<file path="src/hdl/sle_pkg.sv">
`timescale 1ns / 1ps
// ----------------------------------------------------------------------------
// sle_pkg: shared types and constants of the sequential list engine
// Operation and status codes, sequencer states, sizes and the result bundle
// passed from the core to the output stage.
// ----------------------------------------------------------------------------
package sle_pkg;

  localparam int CAPACITY = 64;
  localparam int DATA_W   = 32;
  localparam int IDX_W    = $clog2(CAPACITY);
  localparam int CNT_W    = IDX_W + 1;

  // request operation codes
  typedef enum logic [3:0] {
    OP_PUSH_BACK  = 4'd0,
    OP_PUSH_FRONT = 4'd1,
    OP_INSERT     = 4'd2,
    OP_POP_BACK   = 4'd3,
    OP_POP_FRONT  = 4'd4,
    OP_ERASE      = 4'd5,
    OP_FIND       = 4'd6,
    OP_MODIFY     = 4'd7,
    OP_READ       = 4'd8
  } op_t;

  // response status codes
  typedef enum logic [2:0] {
    ST_OK       = 3'd0,
    ST_FULL     = 3'd1,
    ST_EMPTY    = 3'd2,
    ST_BADPOS   = 3'd3,
    ST_NOTFOUND = 3'd4
  } status_t;

  // sequencer states
  typedef enum logic [3:0] {
    S_IDLE,
    S_UP,
    S_UP_DRAIN,
    S_PUT,
    S_DN,
    S_DN_DRAIN,
    S_FIND,
    S_READ,
    S_FINISH
  } state_t;

  // finished result from the core
  typedef struct packed {
    logic                valid;
    status_t             status;
    logic [CNT_W-1:0]    found_position;
    logic [DATA_W-1:0]   read_value;
    logic [CNT_W-1:0]    entry_total;
  } result_t;

endpackage

</file>
<file path="src/hdl/sle_if.sv">
`timescale 1ns / 1ps
// ----------------------------------------------------------------------------
// sle_if: request and response channels of the sequential list engine
// Valid/ready channels; a beat moves when valid and ready are both high.
// ----------------------------------------------------------------------------
interface sle_req_if;
  logic               valid;
  logic               ready;
  logic [3:0]         operation;
  logic [6:0]         position;
  logic signed [31:0] value;

  modport source (output valid, output operation, output position, output value,
                  input ready);
  modport sink   (input valid, input operation, input position, input value,
                  output ready);
endinterface

interface sle_rsp_if;
  logic               valid;
  logic               ready;
  logic [2:0]         status;
  logic [6:0]         found_position;
  logic signed [31:0] read_value;
  logic [6:0]         entry_total;

  modport source (output valid, output status, output found_position,
                  output read_value, output entry_total, input ready);
  modport sink   (input valid, input status, input found_position,
                  input read_value, input entry_total, output ready);
endinterface

</file>
<file path="src/hdl/sle_core.sv">
`timescale 1ns / 1ps
// ----------------------------------------------------------------------------
// sle_core: list storage and operation sequencer
// Holds the entries in a synchronous RAM and walks it one entry per cycle
// to shift entries for insert and erase, and to search for find.
// ----------------------------------------------------------------------------
module sle_core (
  input  logic                 clk,
  input  logic                 rst,
  sle_req_if.sink              req,
  output sle_pkg::result_t     res,
  input  logic                 res_ready
);

  // entry storage, one read and one write port, registered read
  logic [sle_pkg::DATA_W-1:0] mem [sle_pkg::CAPACITY];
  logic [sle_pkg::DATA_W-1:0] rdata;

  // sequencer registers
  sle_pkg::state_t            state;
  sle_pkg::state_t            state_next;
  logic [sle_pkg::CNT_W-1:0]  count;
  logic [sle_pkg::CNT_W-1:0]  ptr;
  logic [sle_pkg::IDX_W-1:0]  slot;
  logic [sle_pkg::DATA_W-1:0] key;
  logic                       rd_pend;
  logic [sle_pkg::IDX_W-1:0]  rd_q;
  sle_pkg::status_t           res_status;
  logic [sle_pkg::CNT_W-1:0]  res_found;
  logic [sle_pkg::DATA_W-1:0] res_read;

  // RAM controls
  logic                       rd_en;
  logic [sle_pkg::IDX_W-1:0]  rd_addr;
  logic                       wr_en;
  logic [sle_pkg::IDX_W-1:0]  wr_addr;
  logic [sle_pkg::DATA_W-1:0] wr_data;

  // request decode
  logic                       acc;
  logic                       full;
  logic                       pos_ok;
  logic                       ins_pos_ok;
  logic [sle_pkg::IDX_W-1:0]  pos_m1;
  logic [sle_pkg::IDX_W-1:0]  ins_slot;
  logic [sle_pkg::IDX_W-1:0]  del_slot;
  sle_pkg::status_t           dec_status;
  sle_pkg::state_t            dec_target;
  logic [sle_pkg::IDX_W-1:0]  dec_slot;
  logic [sle_pkg::CNT_W-1:0]  dec_ptr;
  logic                       dec_write;
  logic                       dec_read;
  logic                       dec_inc;
  logic                       dec_dec;

  logic                       find_issue;
  logic                       match;

  assign acc        = req.valid && req.ready;
  assign full       = (count == sle_pkg::CNT_W'(sle_pkg::CAPACITY));
  assign pos_m1     = sle_pkg::IDX_W'(req.position - 7'd1);
  assign pos_ok     = (req.position != 7'd0) &&
                      ({1'b0, req.position} <= (sle_pkg::CNT_W+1)'(count));
  assign ins_pos_ok = (req.position != 7'd0) &&
                      ({1'b0, req.position} <= ((sle_pkg::CNT_W+1)'(count) + 1'b1));
  assign find_issue = (ptr < count);
  assign match      = rd_pend && (rdata == key);

  // slot for the growing operations
  always_comb begin
    case (req.operation)
      sle_pkg::OP_PUSH_BACK:  ins_slot = count[sle_pkg::IDX_W-1:0];
      sle_pkg::OP_PUSH_FRONT: ins_slot = '0;
      default:                ins_slot = pos_m1;
    endcase
  end

  // slot for the shrinking operations
  always_comb begin
    case (req.operation)
      sle_pkg::OP_POP_BACK:  del_slot = sle_pkg::IDX_W'(count - 1'b1);
      sle_pkg::OP_POP_FRONT: del_slot = '0;
      default:               del_slot = pos_m1;
    endcase
  end

  // decode of an incoming request
  always_comb begin
    dec_status = sle_pkg::ST_OK;
    dec_target = sle_pkg::S_FINISH;
    dec_slot   = '0;
    dec_ptr    = '0;
    dec_write  = 1'b0;
    dec_read   = 1'b0;
    dec_inc    = 1'b0;
    dec_dec    = 1'b0;
    case (req.operation)
      sle_pkg::OP_PUSH_BACK, sle_pkg::OP_PUSH_FRONT, sle_pkg::OP_INSERT: begin
        if (req.operation == sle_pkg::OP_INSERT && !ins_pos_ok) begin
          dec_status = sle_pkg::ST_BADPOS;
        end else if (full) begin
          dec_status = sle_pkg::ST_FULL;
        end else begin
          dec_slot = ins_slot;
          if ({1'b0, ins_slot} == count) begin
            // lands at the end: nothing to move
            dec_write = 1'b1;
            dec_inc   = 1'b1;
          end else begin
            dec_target = sle_pkg::S_UP;
            dec_ptr    = count - 1'b1;
          end
        end
      end
      sle_pkg::OP_POP_BACK, sle_pkg::OP_POP_FRONT, sle_pkg::OP_ERASE: begin
        if (req.operation == sle_pkg::OP_ERASE && !pos_ok) begin
          dec_status = sle_pkg::ST_BADPOS;
        end else if (count == '0) begin
          dec_status = sle_pkg::ST_EMPTY;
        end else begin
          dec_slot = del_slot;
          if ({1'b0, del_slot} == (count - 1'b1)) begin
            // last entry goes: nothing to move
            dec_dec = 1'b1;
          end else begin
            dec_target = sle_pkg::S_DN;
            dec_ptr    = {1'b0, del_slot} + 1'b1;
          end
        end
      end
      sle_pkg::OP_FIND: begin
        if (count == '0) begin
          dec_status = sle_pkg::ST_NOTFOUND;
        end else begin
          dec_target = sle_pkg::S_FIND;
        end
      end
      sle_pkg::OP_MODIFY: begin
        if (!pos_ok) begin
          dec_status = sle_pkg::ST_BADPOS;
        end else begin
          dec_slot  = pos_m1;
          dec_write = 1'b1;
        end
      end
      sle_pkg::OP_READ: begin
        if (!pos_ok) begin
          dec_status = sle_pkg::ST_BADPOS;
        end else begin
          dec_read   = 1'b1;
          dec_target = sle_pkg::S_READ;
        end
      end
      default: ;
    endcase
  end

  // next state
  always_comb begin
    state_next = state;
    case (state)
      sle_pkg::S_IDLE:     if (acc) state_next = dec_target;
      sle_pkg::S_UP:       if (ptr[sle_pkg::IDX_W-1:0] == slot) state_next = sle_pkg::S_UP_DRAIN;
      sle_pkg::S_UP_DRAIN: state_next = sle_pkg::S_PUT;
      sle_pkg::S_PUT:      state_next = sle_pkg::S_FINISH;
      sle_pkg::S_DN:       if (ptr == (count - 1'b1)) state_next = sle_pkg::S_DN_DRAIN;
      sle_pkg::S_DN_DRAIN: state_next = sle_pkg::S_FINISH;
      sle_pkg::S_FIND:     if (match || !find_issue) state_next = sle_pkg::S_FINISH;
      sle_pkg::S_READ:     state_next = sle_pkg::S_FINISH;
      sle_pkg::S_FINISH:   if (res_ready) state_next = sle_pkg::S_IDLE;
      default:             state_next = sle_pkg::S_IDLE;
    endcase
  end

  // RAM port controls per state
  always_comb begin
    rd_en   = 1'b0;
    rd_addr = ptr[sle_pkg::IDX_W-1:0];
    wr_en   = 1'b0;
    wr_addr = rd_q + 1'b1;
    wr_data = rdata;
    case (state)
      sle_pkg::S_IDLE: begin
        rd_en   = acc && dec_read;
        rd_addr = pos_m1;
        wr_en   = acc && dec_write;
        wr_addr = dec_slot;
        wr_data = req.value;
      end
      sle_pkg::S_UP: begin
        rd_en = 1'b1;
        wr_en = rd_pend;
      end
      sle_pkg::S_UP_DRAIN: wr_en = 1'b1;
      sle_pkg::S_PUT: begin
        wr_en   = 1'b1;
        wr_addr = slot;
        wr_data = key;
      end
      sle_pkg::S_DN: begin
        rd_en   = 1'b1;
        wr_en   = rd_pend;
        wr_addr = rd_q - 1'b1;
      end
      sle_pkg::S_DN_DRAIN: begin
        wr_en   = 1'b1;
        wr_addr = rd_q - 1'b1;
      end
      sle_pkg::S_FIND: rd_en = find_issue;
      default: ;
    endcase
  end

  assign req.ready = (state == sle_pkg::S_IDLE);

  assign res.valid          = (state == sle_pkg::S_FINISH);
  assign res.status         = res_status;
  assign res.found_position = res_found;
  assign res.read_value     = res_read;
  assign res.entry_total    = count;

  // storage
  always_ff @(posedge clk) begin
    if (rd_en) begin
      rdata <= mem[rd_addr];
    end
    if (wr_en) begin
      mem[wr_addr] <= wr_data;
    end
  end

  // control registers
  always_ff @(posedge clk) begin
    if (rst) begin
      state   <= sle_pkg::S_IDLE;
      count   <= '0;
      rd_pend <= 1'b0;
    end else begin
      state   <= state_next;
      rd_pend <= rd_en && (state != sle_pkg::S_IDLE);
      case (state)
        sle_pkg::S_IDLE: begin
          if (acc && dec_inc) count <= count + 1'b1;
          if (acc && dec_dec) count <= count - 1'b1;
        end
        sle_pkg::S_PUT:      count <= count + 1'b1;
        sle_pkg::S_DN_DRAIN: count <= count - 1'b1;
        default: ;
      endcase
    end
  end

  // walk pointer, request copy and result
  always_ff @(posedge clk) begin
    rd_q <= rd_addr;
    case (state)
      sle_pkg::S_IDLE: begin
        if (acc) begin
          ptr        <= dec_ptr;
          slot       <= dec_slot;
          key        <= req.value;
          res_status <= dec_status;
          res_found  <= '0;
          res_read   <= '0;
        end
      end
      sle_pkg::S_UP:   ptr <= ptr - 1'b1;
      sle_pkg::S_DN:   ptr <= ptr + 1'b1;
      sle_pkg::S_FIND: begin
        ptr <= ptr + 1'b1;
        if (match) begin
          res_status <= sle_pkg::ST_OK;
          res_found  <= {1'b0, rd_q} + 1'b1;
        end else if (!find_issue) begin
          res_status <= sle_pkg::ST_NOTFOUND;
        end
      end
      sle_pkg::S_READ: res_read <= rdata;
      default: ;
    endcase
  end

endmodule

</file>
<file path="src/hdl/sequential_list_engine.sv">
`timescale 1ns / 1ps
// ----------------------------------------------------------------------------
// sequential_list_engine: ordered list of up to 64 signed words
// Push, pop, insert, erase, find, modify and read on a RAM-held list.
// ----------------------------------------------------------------------------
// The engine takes one request at a time and answers each with one response
// beat. The entries live in a 64-word RAM with a registered read port, so all
// work that moves or scans entries goes one entry per cycle through that
// port. Push_back, pop_back, modify, failed checks and unknown codes need no
// walk; read waits for its registered RAM read. When entries have to move,
// insert and push_front shift the entries behind the slot up, and erase and
// pop_front shift them down; an insert at the end or an erase of the last
// entry moves nothing. Find scans from the front until it matches or has
// passed every entry held. A new request is taken once the previous one has
// reached the response register, even if that beat is still waiting to be
// taken. No clearing is needed after reset.
// ----------------------------------------------------------------------------
module sequential_list_engine (
  input  logic      clk,
  input  logic      rst,
  sle_req_if.sink   req,
  sle_rsp_if.source rsp
);

  sle_pkg::result_t res;
  logic             res_ready;

  sle_core u_core (
    .clk       (clk),
    .rst       (rst),
    .req       (req),
    .res       (res),
    .res_ready (res_ready)
  );

  // response register: loads when empty or being drained
  assign res_ready = !rsp.valid || rsp.ready;

  always_ff @(posedge clk) begin
    if (rst) begin
      rsp.valid <= 1'b0;
    end else if (res_ready) begin
      rsp.valid <= res.valid;
    end
  end

  always_ff @(posedge clk) begin
    if (res_ready && res.valid) begin
      rsp.status         <= res.status;
      rsp.found_position <= res.found_position;
      rsp.read_value     <= res.read_value;
      rsp.entry_total    <= res.entry_total;
    end
  end

  // count never exceeds the capacity
  a_total_range: assert property (@(posedge clk) disable iff (rst)
    rsp.valid |-> (rsp.entry_total <= 7'(sle_pkg::CAPACITY)))
    else $error("entry total beyond capacity");

  // a failed request carries neither position nor data
  a_fail_clean: assert property (@(posedge clk) disable iff (rst)
    rsp.valid && (rsp.status != sle_pkg::ST_OK) |->
      (rsp.found_position == 7'd0) && (rsp.read_value == 32'sd0))
    else $error("failed request returned position or data");

  // full is only reported on a full list
  a_full_count: assert property (@(posedge clk) disable iff (rst)
    rsp.valid && (rsp.status == sle_pkg::ST_FULL) |->
      (rsp.entry_total == 7'(sle_pkg::CAPACITY)))
    else $error("full reported below capacity");

  // empty is only reported on an empty list
  a_empty_count: assert property (@(posedge clk) disable iff (rst)
    rsp.valid && (rsp.status == sle_pkg::ST_EMPTY) |-> (rsp.entry_total == 7'd0))
    else $error("empty reported with entries held");

endmodule

</file>
<file path="src/flat_wrapper.sv">
// flat-port wrapper written by rule: the top's interface ports become plain ports
module sequential_list_engine_flat 
  (clk, rst, req_valid, req_operation, req_position, req_value, req_ready, rsp_valid, rsp_status, rsp_found_position, rsp_read_value, rsp_entry_total, rsp_ready);
  sle_req_if req_i ();
  sle_rsp_if rsp_i ();
  input  logic clk;
  input  logic rst;
  input wire logic [$bits(req_i.valid)-1:0] req_valid;
  input wire logic [$bits(req_i.operation)-1:0] req_operation;
  input wire logic [$bits(req_i.position)-1:0] req_position;
  input wire logic [$bits(req_i.value)-1:0] req_value;
  output wire logic [$bits(req_i.ready)-1:0] req_ready;
  output wire logic [$bits(rsp_i.valid)-1:0] rsp_valid;
  output wire logic [$bits(rsp_i.status)-1:0] rsp_status;
  output wire logic [$bits(rsp_i.found_position)-1:0] rsp_found_position;
  output wire logic [$bits(rsp_i.read_value)-1:0] rsp_read_value;
  output wire logic [$bits(rsp_i.entry_total)-1:0] rsp_entry_total;
  input wire logic [$bits(rsp_i.ready)-1:0] rsp_ready;
  assign req_i.valid = req_valid;
  assign req_i.operation = req_operation;
  assign req_i.position = req_position;
  assign req_i.value = req_value;
  assign req_ready = req_i.ready;
  assign rsp_valid = rsp_i.valid;
  assign rsp_status = rsp_i.status;
  assign rsp_found_position = rsp_i.found_position;
  assign rsp_read_value = rsp_i.read_value;
  assign rsp_entry_total = rsp_i.entry_total;
  assign rsp_i.ready = rsp_ready;
  sequential_list_engine u_core (.clk(clk), .rst(rst), .req(req_i), .rsp(rsp_i));
endmodule
</file>
<file path="config.mk">
export PLATFORM = sky130hd
export DESIGN_NAME = sequential_list_engine_flat
export DESIGN_NICKNAME = d
export VERILOG_FILES = /design/src/hdl/sle_pkg.sv /design/src/hdl/sle_if.sv /design/src/hdl/sle_core.sv /design/src/hdl/sequential_list_engine.sv /design/src/flat_wrapper.sv
export SDC_FILE = /design/constraint.sdc
export NUM_CORES = 2
export LEC_CHECK = 0
export BUFFER_PORTS_ARGS = -buffer_cell sky130_fd_sc_hd__buf_2
export CORE_MARGIN = 8
export CORE_UTILIZATION = 40
export CTS_CLUSTER_DIAMETER = 200
export DETAILED_ROUTE_END_ITERATION = 10
export GPL_TIMING_DRIVEN = 0
export SYNTH_ARGS = -nofsm -noshare
export SYNTH_HDL_FRONTEND = slang
export SYNTH_HIERARCHICAL = 1
export SYNTH_SLANG_ARGS = --single-unit
</file>
<file path="constraint.sdc">
create_clock -name clk -period 6.8 [get_ports clk]
set_input_delay 0.34 -clock clk [delete_from_list [all_inputs] [get_ports clk]]
set_output_delay 0.34 -clock clk [all_outputs]
set_load 0.03 [all_outputs]
</file>
==> reports/metrics.cfg <==
[status]
result_of_the_run=complete, but fails checks
failed_checks=max-capacitance violations, max-slew violations

[synth]
ys_seq_area_share_pct=72.9
synthCells=7487
ys_dominant_reg_cell=sky130_fd_sc_hd__edfxtp_1
avgSynthCellArea_sq_um=12.3
synth_compound_area_share_pct=3.00
synth-edff-count=2216
synthesis.area_sq_um=91800
synth_cell_types=85
synth-simple-area-share_pct=20.2
adder_cell_area_share_of_the_yosys_netlist_pct=0.556
async_flop_share_pct=0
synth_mux_area_share_pct=0.0900
yosysWarnings=6
synth-xor-area-share_pct=0.754
yosys_register_bits=2235
dominant_combinational_cell_family_by_area_after_synthesis=simple AND/OR/NAND/NOR gates
synth.net_count=7572

[worst_setup_path]
worstSetupPathType=register to register
cp-end-kind=register
rr_startpoint=u_core/u_core/count[3]
crit_start=u_core/u_core/count[3]
required_arrival_time_at_the_worst_endpoint_ns=7.36
timing.critical_path.fanout_max=22
cp-start-kind=register
timing.critical_path.arrival_ns=7.25

[global_routing]
global_route.usage.total_pct=23.6
grt_antenna_before_repair=13
largest_net_degree_at_the_start_of_global_routing=65
grt_pass1_vias=59000
grt_pass1_wl_mm=422
overflow_left_after_global_routing=0

[drt]
wire_per_inst_um=26.7
antenna_left=0
post-route-drc-count=0
detail_route.iter0.violations=8550
dr_total_vias=63500
detail_route.vias_per_cell=5.69
totalWireLength_mm=298
first_pass_iters=6

[floorplanning]
die_x_um=495
die_height_um=495
initial_utilization_pct=40.1
core_area_sq_um=229000
io_pins=98
dieArea_sq_um=245000
placementRows=176

[final_layout]
multi_input_area_sq_um=23400
post_route_cells_drive_above_1_share_pct=10.6
layout.cell_area.non_filler_sq_um=106000
layout.core_utilization_pct=46.4
sequential_cell_area_sq_um=66900
num-fill-cells=20300
flow.area_growth_from_synthesis_pct=15.8
design.final.nets=8031

[placement]
hpwlAfterDp_mm=204
detailed_place.area_sq_um=98900
place.port_buffers=96
final_estimated_routing_congestion_in_global_placement=1.09

[timing]
final-max-slew-violation-count=13
final.min_clock_period_ns=6.68
maxSlewHeadroom_pct=-1.55
hold-worst-slack_ns=0.231
min_period_over_period_pct=98.3
report.final.hold_viol_count=0
maximum_operating_frequency_ghz=0.150
unrepaired_setup_endpoints_after_global_routing=no
worst_slew_pin_slew_ns=1.51
skew_ns=0.0461
setup_violations=0

[cts]
tritoncts=done
tritoncts.num_buffers=217
clk_root_buffer_cell=sky130_fd_sc_hd__clkbuf_16
latest_clock_arrival_within_the_worst_skew_pair_ns=0.89
clkSlewWorstSetupHoldPaths_ns=0.07
cts_sinks=2235
htree_num_levels=4
clock_tree.buffer_depth=3

[power]
switching_portion_of_total_power_pct=35.7
power.share.clock_pct=29.6
design_power_total_w=0.0393
combPwrFrac_pct=28.6
cell_internal_pwr_w=0.0253
cellLeakagePower_nw=36.7
share_seq_of_total_power_pct=41.8
power_density_nw_per_um2=370
power.net_switching_w=0.0140
ir_worst_vdd_v=0.000248

[min_path]
holdCritPathClass=input pin to register
worstHoldStart=req_value[20]

[job]
maxCapViolCount=2

==> registers in the layout, indices dropped and copies added (netlist names), 7 cells and up <==
name	count
u_core/u_core/count	7
u_core/rsp.entry_total	7
u_core/u_core/rdata	32
u_core/u_core/mem	2048
u_core/u_core/res_read	32
u_core/u_core/res_found	7
u_core/u_core/ptr	7
u_core/rsp.found_position	7
u_core/u_core/key	32
u_core/rsp.read_value	32
==> cells in the final DEF (no fill, tap or decap), types with 57 or more instances in the layout <==
cell type / synthesis / final
sky130_fd_sc_hd__clkinv_1: 1 / 57
sky130_fd_sc_hd__a311oi_1: 67 / 67
sky130_fd_sc_hd__nor2_4: 0 / 65
sky130_fd_sc_hd__nand2_1: 2195 / 2163
sky130_fd_sc_hd__nand3_1: 1623 / 1617
sky130_fd_sc_hd__and3_1: 68 / 68
sky130_fd_sc_hd__clkbuf_1: 219 / 269
sky130_fd_sc_hd__buf_12: 0 / 65
sky130_fd_sc_hd__clkbuf_16: 0 / 219
sky130_fd_sc_hd__o21ai_0: 95 / 92
sky130_fd_sc_hd__edfxtp_1: 2216 / 2216
sky130_fd_sc_hd__buf_2: 223 / 319
sky130_fd_sc_hd__nand3b_1: 67 / 67
==> cells in the mapped netlist (7+ instances only) <==
cell                       number  share of area [%]
sky130_fd_sc_hd__xnor2_1       41               0.39
sky130_fd_sc_hd__a21o_1        12              0.098
sky130_fd_sc_hd__xor2_1        38               0.36
sky130_fd_sc_hd__nand3_1     1623                8.8
sky130_fd_sc_hd__nor2b_1        9              0.061
sky130_fd_sc_hd__ha_1          36               0.49
sky130_fd_sc_hd__nand2_1     2195                9.0
sky130_fd_sc_hd__or3_1         10              0.068
sky130_fd_sc_hd__a22oi_1       43               0.35
sky130_fd_sc_hd__dfxtp_1       19               0.41
sky130_fd_sc_hd__a21oi_1       32               0.17
sky130_fd_sc_hd__o221ai_1       7              0.067
sky130_fd_sc_hd__buf_1         44               0.18
sky130_fd_sc_hd__nand3b_1      67               0.55
sky130_fd_sc_hd__and2_1        37               0.25
sky130_fd_sc_hd__edfxtp_1    2216                 72
sky130_fd_sc_hd__o21ai_1       39               0.21
sky130_fd_sc_hd__nor4_1        12              0.082
sky130_fd_sc_hd__a211oi_1       8              0.065
sky130_fd_sc_hd__nor2_1       115               0.47
sky130_fd_sc_hd__nand4_1        9              0.061
sky130_fd_sc_hd__o22ai_1       18               0.12
sky130_fd_sc_hd__nand2b_1      10              0.068
sky130_fd_sc_hd__nor3_1        18              0.098
sky130_fd_sc_hd__o21a_1        37               0.30
sky130_fd_sc_hd__o21ai_0       95               0.52
sky130_fd_sc_hd__buf_2        223                1.2
sky130_fd_sc_hd__and3_1        68               0.46
sky130_fd_sc_hd__a311oi_1      67               0.64
sky130_fd_sc_hd__clkbuf_1     219               0.90
sky130_fd_sc_hd__inv_1         30               0.12
==> stage by stage <==
step / setup WS (ns) / cells / setup TNS [ns]
floorplan: 1.62 / 7487 / 0
global placement: -1.57 / 10600 / -2242.66
detailed placement: -0.270 / 10700 / -10.80
CTS: 0.00154 / 11100 / 0
global route: 0.0273 / 11200 / 0
finish: 0.116 / 11200 / 0
==> path summary, 6_finish.rpt <==
kind | cells after the start | slack [ns] | endpoint
setup / recovery | 15 | 0.12 | u_core/u_core/mem[4][4]
setup reg to reg | 15 | 0.12 | u_core/u_core/mem[4][4]
hold reg to reg | 0 | 0.42 | u_core/rsp.read_value[15]
hold / removal | 2 | 0.23 | u_core/u_core/key[20]
==> layout make-up <==
cell class | count | share of cell area (%)
sequential | 2235 | 63.0
multi-input combinational | 4727 | 22.0
clock buffer | 273 | 5.35
tap | 3026 | 3.56
timing repair buffer | 239 | 2.93
buffer | 489 | 2.01
clock inverter | 132 | 1.03
inverter | 37 | 0.132
antenna | 3 | 0.00706
==> kinds of logic (layout without fill, tap and decap cells) <==
family / Yosys count / in the layout
other: 0 / 3
XOR/XNOR: 79 / 79
multiplexers: 8 / 8
adder cells (fa/ha/maj): 40 / 40
flip-flops: 2235 / 2235
AO/OA/AOI/OAI: 403 / 403
buffers and inverters: 526 / 1170
AND/OR/NAND/NOR: 4196 / 4197
==> power groups by stage <==
stage / Clock [W] / Sequential, W / Combinational, W
3_5_place_dp: 0 / 0.0167 / 0.0108
5_1_grt: 0.0123 / 0.0164 / 0.0117
6_report: 0.0116 / 0.0164 / 0.0112
2_1_floorplan: 0 / 0.0168 / 0.00542
3_3_place_gp: 0 / 0.0170 / 0.0103
4_1_cts: 0.0118 / 0.0164 / 0.0109
==> critical path, cell delays in order (launching register included) <==
cell                       delay [ns]
sky130_fd_sc_hd__dfxtp_1         0.47
sky130_fd_sc_hd__buf_1           0.49
sky130_fd_sc_hd__nand3_1         0.24
sky130_fd_sc_hd__nor3_1          0.22
sky130_fd_sc_hd__xnor2_1         0.25
sky130_fd_sc_hd__ha_1            0.33
sky130_fd_sc_hd__and3_1          0.20
sky130_fd_sc_hd__and4_1          0.19
sky130_fd_sc_hd__a211oi_1        0.66
sky130_fd_sc_hd__o31ai_2         0.24
sky130_fd_sc_hd__nand2_1         0.17
sky130_fd_sc_hd__o221ai_1        0.22
sky130_fd_sc_hd__a21oi_1         0.88
sky130_fd_sc_hd__nand2_1         0.88
sky130_fd_sc_hd__nor2_4          0.64
sky130_fd_sc_hd__buf_12          0.26
==> routing by layer <==
layer	wire [um]	share of wire, %	global-route usage, %
met1	120000	40	32.1
met3	31500	11	5.77
met2	130000	44	35.6
met5	14	0.0047	0
met4	16200	5.5	11.2
==> what timing repair did <==
| item | 4_1_cts | 5_1_grt |
|---|---|---|
| hold buffers | 37 | 0 |
| endpoints found under the hold margin | 47 | 0 |
| setup buffers | 0 | 13 |
| setup endpoints to repair | 179 | 632 |
| pin swaps | 1 | 11 |
| cloned | 1 | 0 |
| gates resized for setup | 4 | 6 |
No activity file was read; power rests on OpenSTA's default activity.
